## src/sv/bmmd_pkg.sv

```systemverilog
package bmmd_pkg;

  // request kinds carried on the input tuser
  typedef enum logic [1:0] {
    REQ_READ  = 2'd0,
    REQ_WRITE = 2'd1,
    REQ_LOAD  = 2'd2
  } req_type_t;

  // region codes carried on the output tuser
  typedef enum logic [1:0] {
    REGION_RAM  = 2'd0,
    REGION_ROM  = 2'd1,
    REGION_FB   = 2'd2,
    REGION_NONE = 2'd3
  } region_t;

  // block phase: framebuffer clearing pass, then normal operation
  typedef enum logic {
    PH_CLEAR = 1'b0,
    PH_RUN   = 1'b1
  } phase_t;

  // configuration register indexes
  localparam int CFG_IDX_W  = 3;
  localparam int CFG_DATA_W = 19;
  localparam logic [CFG_IDX_W-1:0] CFG_RAM_START = 3'd0;
  localparam logic [CFG_IDX_W-1:0] CFG_RAM_BYTES = 3'd1;
  localparam logic [CFG_IDX_W-1:0] CFG_ROM_START = 3'd2;
  localparam logic [CFG_IDX_W-1:0] CFG_ROM_SIZE  = 3'd3;
  localparam logic [CFG_IDX_W-1:0] CFG_FB_BASE   = 3'd4;

  // fixed bus and image geometry
  localparam int ADDR_W     = 16;
  localparam int BYTE_W     = 8;
  localparam int ROM_AW     = 18;
  localparam int ROM_SIZE_W = 19;
  localparam int ROM_DEPTH  = 262144;
  localparam logic [ROM_SIZE_W-1:0] ROM_DEPTH_L = 19'd262144;
  localparam logic [ADDR_W-1:0] BANK_PORT = 16'hFF00;
  localparam logic [BYTE_W-1:0] UNMAPPED_BYTE = 8'h00;

  // reset values of the window registers
  localparam logic [ADDR_W-1:0] RAM_START_RST = 16'h0000;
  localparam logic [ADDR_W-1:0] RAM_BYTES_RST = 16'h0000;
  localparam logic [ADDR_W-1:0] ROM_START_RST = 16'hC000;
  localparam logic [ROM_SIZE_W-1:0] ROM_SIZE_RST = 19'd0;
  localparam logic [ADDR_W-1:0] FB_BASE_RST  = 16'h2000;

  // window decode flags for one bus address
  typedef struct packed {
    logic ram_hit;
    logic rom_hit;
    logic fb_hit;
    logic bank_wr;
  } decode_t;

endpackage

```

## src/sv/bmmd_decode.sv

```systemverilog
module bmmd_decode #(
  parameter int RAM_DEPTH      = 32768,
  parameter int BANK_BYTES     = 16384,
  parameter int BANK_COUNT_MAX = 16,
  parameter int FB_BYTES       = 1024,
  localparam int RAM_AW = (RAM_DEPTH > 1) ? $clog2(RAM_DEPTH) : 1,
  localparam int FB_AW  = (FB_BYTES > 1) ? $clog2(FB_BYTES) : 1,
  localparam int BS_W   = (BANK_COUNT_MAX > 1) ? $clog2(BANK_COUNT_MAX) : 1
) (
  input  logic [bmmd_pkg::ADDR_W-1:0]     address,
  input  logic [bmmd_pkg::BYTE_W-1:0]     write_data,
  input  logic [bmmd_pkg::ADDR_W-1:0]     ram_start,
  input  logic [bmmd_pkg::ADDR_W-1:0]     ram_bytes,
  input  logic [bmmd_pkg::ADDR_W-1:0]     rom_start,
  input  logic [bmmd_pkg::ROM_SIZE_W-1:0] rom_size,
  input  logic [bmmd_pkg::ADDR_W-1:0]     fb_base,
  input  logic [BS_W-1:0]                 bank_sel,
  output bmmd_pkg::decode_t               dec,
  output logic [RAM_AW-1:0]               ram_idx,
  output logic [bmmd_pkg::ROM_AW-1:0]     rom_idx,
  output logic [FB_AW-1:0]                fb_idx
);
  import bmmd_pkg::*;

  localparam int OFF_RAW = $clog2(BANK_COUNT_MAX * BANK_BYTES);
  localparam int OFF_W   = (OFF_RAW > ROM_SIZE_W) ? OFF_RAW : ROM_SIZE_W;
  localparam int BW_RAW  = BYTE_W + $clog2(BANK_BYTES);
  localparam int BW_W    = (BW_RAW > ROM_SIZE_W) ? BW_RAW : ROM_SIZE_W;
  localparam logic [ADDR_W:0] RAM_DEPTH_L  = (ADDR_W+1)'(RAM_DEPTH);
  localparam logic [ADDR_W:0] BANK_BYTES_L = (ADDR_W+1)'(BANK_BYTES);
  localparam logic [ADDR_W:0] FB_BYTES_L   = (ADDR_W+1)'(FB_BYTES);
  localparam logic [BYTE_W:0] BANK_MAX_L   = (BYTE_W+1)'(BANK_COUNT_MAX);

  logic [ADDR_W:0]     addr_x;
  logic [ADDR_W:0]     ram_lim;
  logic [ADDR_W:0]     ram_end;
  logic [ADDR_W:0]     rom_end;
  logic [ADDR_W:0]     fb_end;
  logic [ADDR_W-1:0]   ram_rel;
  logic [ADDR_W-1:0]   rom_rel;
  logic [ADDR_W-1:0]   fb_rel;
  logic [ROM_SIZE_W-1:0] eff_size;
  logic [OFF_W-1:0]    rom_off;
  logic [BW_W-1:0]     bank_floor;
  logic                rom_win;

  // window ends without wrap
  always_comb begin
    addr_x  = {1'b0, address};
    ram_lim = ({1'b0, ram_bytes} > RAM_DEPTH_L) ? RAM_DEPTH_L : {1'b0, ram_bytes};
    ram_end = {1'b0, ram_start} + ram_lim;
    rom_end = {1'b0, rom_start} + BANK_BYTES_L;
    fb_end  = {1'b0, fb_base} + FB_BYTES_L;
    eff_size = (rom_size > ROM_DEPTH_L) ? ROM_DEPTH_L : rom_size;
  end

  // offsets inside each window
  always_comb begin
    ram_rel = address - ram_start;
    rom_rel = address - rom_start;
    fb_rel  = address - fb_base;
    rom_off = OFF_W'(rom_rel) + OFF_W'(bank_sel) * OFF_W'(BANK_BYTES);
    // the written byte selects a real bank when its first byte lies inside the image
    bank_floor = BW_W'(write_data) * BW_W'(BANK_BYTES);
  end

  // hit flags and store indexes
  always_comb begin
    rom_win     = (rom_size != '0) && (addr_x >= {1'b0, rom_start}) && (addr_x < rom_end);
    dec.ram_hit = (addr_x >= {1'b0, ram_start}) && (addr_x < ram_end);
    dec.rom_hit = rom_win && (rom_off < OFF_W'(eff_size));
    dec.fb_hit  = (addr_x >= {1'b0, fb_base}) && (addr_x < fb_end);
    dec.bank_wr = (address == BANK_PORT) && ({1'b0, write_data} < BANK_MAX_L) &&
                  (bank_floor < BW_W'(eff_size));
    ram_idx = ram_rel[RAM_AW-1:0];
    rom_idx = rom_off[ROM_AW-1:0];
    fb_idx  = fb_rel[FB_AW-1:0];
  end

endmodule

```

## config.mk

```make
export PLATFORM = sky130hd
export DESIGN_NAME = bmmd_decode
export DESIGN_NICKNAME = d
export VERILOG_FILES = /design/src/sv/bmmd_pkg.sv /design/src/sv/bmmd_decode.sv
export SDC_FILE = /design/constraint.sdc
export NUM_CORES = 1
export LEC_CHECK = 0
export ABC_AREA = 1
export BUFFER_PORTS_ARGS = -buffer_cell sky130_fd_sc_hd__buf_4
export CELL_PAD_IN_SITES_DETAIL_PLACEMENT = 1
export CELL_PAD_IN_SITES_GLOBAL_PLACEMENT = 2
export CORE_ASPECT_RATIO = 0.8
export CORE_UTILIZATION = 29
export DETAILED_ROUTE_END_ITERATION = 7
export MAX_ROUTING_LAYER = met4
export PLACE_DENSITY = 0.93
export SYNTH_ARGS = -nofsm -noshare
export SYNTH_HDL_FRONTEND = slang
export SYNTH_SLANG_ARGS = --single-unit
export TNS_END_PERCENT = 50
```

## constraint.sdc

```tcl
create_clock -name vclk -period 10.53
set_input_delay 1.5795 -clock vclk [all_inputs]
set_output_delay 1.5795 -clock vclk [all_outputs]
set_load 0.02 [all_outputs]
```

==> impl_metrics.ini <==
[layout]
mostFrequentLayoutCells = 176 x nand2_1, 159 x buf_4, 128 x inv_1, 114 x ha_1, 76 x nor2_1
ff_latch_area_sq_um = 0
n_clock_buffer = 0
antenna_cells = 0
fillerInstances = 2170
num-nets-final = 1179
post-route-util_pct = 39.0
layout-drive-gt1-share_pct = 19.7
syn_to_final_growth_pct = 30.2
fin_cells = 1162
seq_cell_count = 0
mostFrequentLayoutCell = nand2_1

[floorplan]
ios = 158
num_rows = 41
die-height_microns = 117
core-area_sq_um = 15900
die_area_sq_um = 17000
fp.dieW_microns = 145
initial_core_util_pct = 30.0

[clocking]
postCtsHoldBufs = 0
post_cts_buffers = 0
ctsResizeCount = 0

[power]
p_int_uw = 186
power_frac_comb_pct = 100.0
power_density_nw_per_um2 = 73.4
power_switching_uw = 269
power.leakage_uw = 0.00353
p_sw_share_pct = 59.1
ir_worst_vdd_mv = 0.0474
power_frac_seq_pct = 0
clkPwrFrac_pct = 0

[logic_synthesis]
synth_compound_area_share_pct = 16.9
synth_top_cell_area_share_pct = 29.9
yosysUniqueCellTypes = 45
synth_top_family_by_area = adder cells
synth_adder_area_share_pct = 32.0
syn_nets = 1021
synthCells = 791
synth_seq_area_share_pct = 0
yosysWarnings = 0
synthXorXnorAreaFrac_pct = 8.82
synthMuxAreaShare_pct = 0
syn_avg_cell_area_sq_um = 6.03
yosysTopAreaCell = ha_1
syn_area_sq_um = 4770
synth.area.top_cells = ha_1 30%, nand2_1 14%, inv_1 10%, a21oi_1 7.7%, nor2_1 6.0%
synth-simple-area-share_pct = 30.8

[min_path]
hold_class = in2out
hold_end = rom_idx[17]
min_from = bank_sel[3]
whs_path_depth = 3

[job]
max-cap-violations = 0

[drt]
route.detailed.wl_per_inst_microns = 15.2
ant_nets = 0
drt-pass1-iter-count = 4
num_vias = 5585
drt-vias-per-instance = 4.81
drc = 0
wl_microns = 17600
drtIter0Drc = 179

[timing]
slew_headroom_pct = 55.7
tns_ns = 0
rsz0062_at_grt = false
setup_viol = 0
max_slew.worst_pin.slew_ns = 0.659
min_period_ns = 6.99
layout_setup_ws_ns = 3.54
drv_slew = 0
period_share_pct = 66.4
finalHoldViolCount = 0
clock.fmax_mhz = 143

[grt]
first_global_vias = 5401
grt_pass1_wl_microns = 27900
grt_antenna_before_repair = 0
grt_overflow = 0
grt_usage_pct = 20.9
grt_max_degree = 22

[critical_path]
path_buf_inv = 5
worst-setup-path-type = in2out
start_kind = input pin
cpPeakStageDelay_ns = 0.48
arrival_ns = 5.41
crit_top_cell = nand3_1
cpLargestDelayFamily = adder cells
required_ns = 8.95
path_max_fanout = 4
end_kind = primary output
crit_slowest_cell = a21oi_1
crit_chain = buf_4 -> inv_1 -> ha_1 -> inv_1 -> fa_1 -> nand3_1 -> nand3_1 -> a21oi_1 -> o211ai_2 -> xor2_1 -> ha_1 -> inv_1 -> fa_1 -> xnor2_1 -> ha_1 -> nand3_1 -> a21boi_0 -> nor2_1 -> nand3_1 -> nor2_1 -> nand3_1 -> nor2_1 -> buf_4

[placed_design]
dpl_worst_slack_ns = 3.54
place_congestion = 0.857
placement.io_buffers = 158
dp.cells = 1162
hpwl_microns = 16100

[run_status]
status = finished clean
==> metrics by stage <==
stage | power [uW] | hold slack [ns] | area, sq um
floorplan | 281 | 3.30 | 4770
finish | 455 | 3.50 | 6210
global placement | 448 | 3.48 | 6210
detailed placement | 456 | 3.50 | 6210
CTS | 459 | 3.50 | 6210
global route | 506 | 3.51 | 6210
==> kinds of logic after synthesis <==
| family | Yosys count |
|---|---|
| AO/OA/AOI/OAI | 139 |
| adder cells (fa/ha/maj) | 119 |
| buffers and inverters | 142 |
| XOR/XNOR | 48 |
| AND/OR/NAND/NOR | 343 |
==> area by class of cell <==
class              count  area (sq um)  area share (%)
multi-input cells    649          4220            68.0
inverters            139           522            8.41
repair buffers       159          1190            19.2
well taps            215           269            4.33
==> power groups by stage <==
stage	Combinational [uW]	Sequential (uW)	Clock, uW
floorplan	281	0	0
global route	506	0	0
finish	455	0	0
detailed placement	456	0	0
CTS	459	0	0
global placement	448	0	0
==> worst max path at each step <==
stage | endpoint | startpoint | cells after the start
after floorplan | dec[2] | address[0] | 21
after global placement | dec[2] | address[0] | 23
after detailed placement | dec[2] | address[0] | 23
after CTS | dec[2] | address[0] | 23
after global routing | dec[2] | address[0] | 23
final | dec[2] | address[0] | 23
==> Yosys cell counts (2+ instances only) <==
cell,count
a21o_1,6
a21oi_1,73
a31oi_1,8
and2_1,2
and3_1,2
fa_1,5
ha_1,114
inv_1,128
inv_2,10
nand2_1,176
nand2_2,2
nand3_1,39
nand3b_1,2
nand4_1,17
nor2_1,76
nor2_2,4
nor3_1,10
nor4_1,6
o211ai_1,2
o21a_1,2
o21ai_0,23
o21ai_1,7
o21ai_2,4
o21bai_1,2
o31ai_1,2
o41ai_1,3
or2_1,2
xnor2_1,18
xor2_1,30
==> metal layers <==
| layer | track usage [%] | vias up | part of all wire (%) |
|---|---|---|---|
| met3 | 0.508 | 4 | 2.9 |
| met5 | - | - | 0 |
| met4 | 0.702 | 0 | 0.37 |
| li1 | - | 2939 | - |
| met2 | 31.3 | 86 | 41 |
| met1 | 32.1 | 2556 | 56 |
No activity file was read; power rests on OpenSTA's default activity.
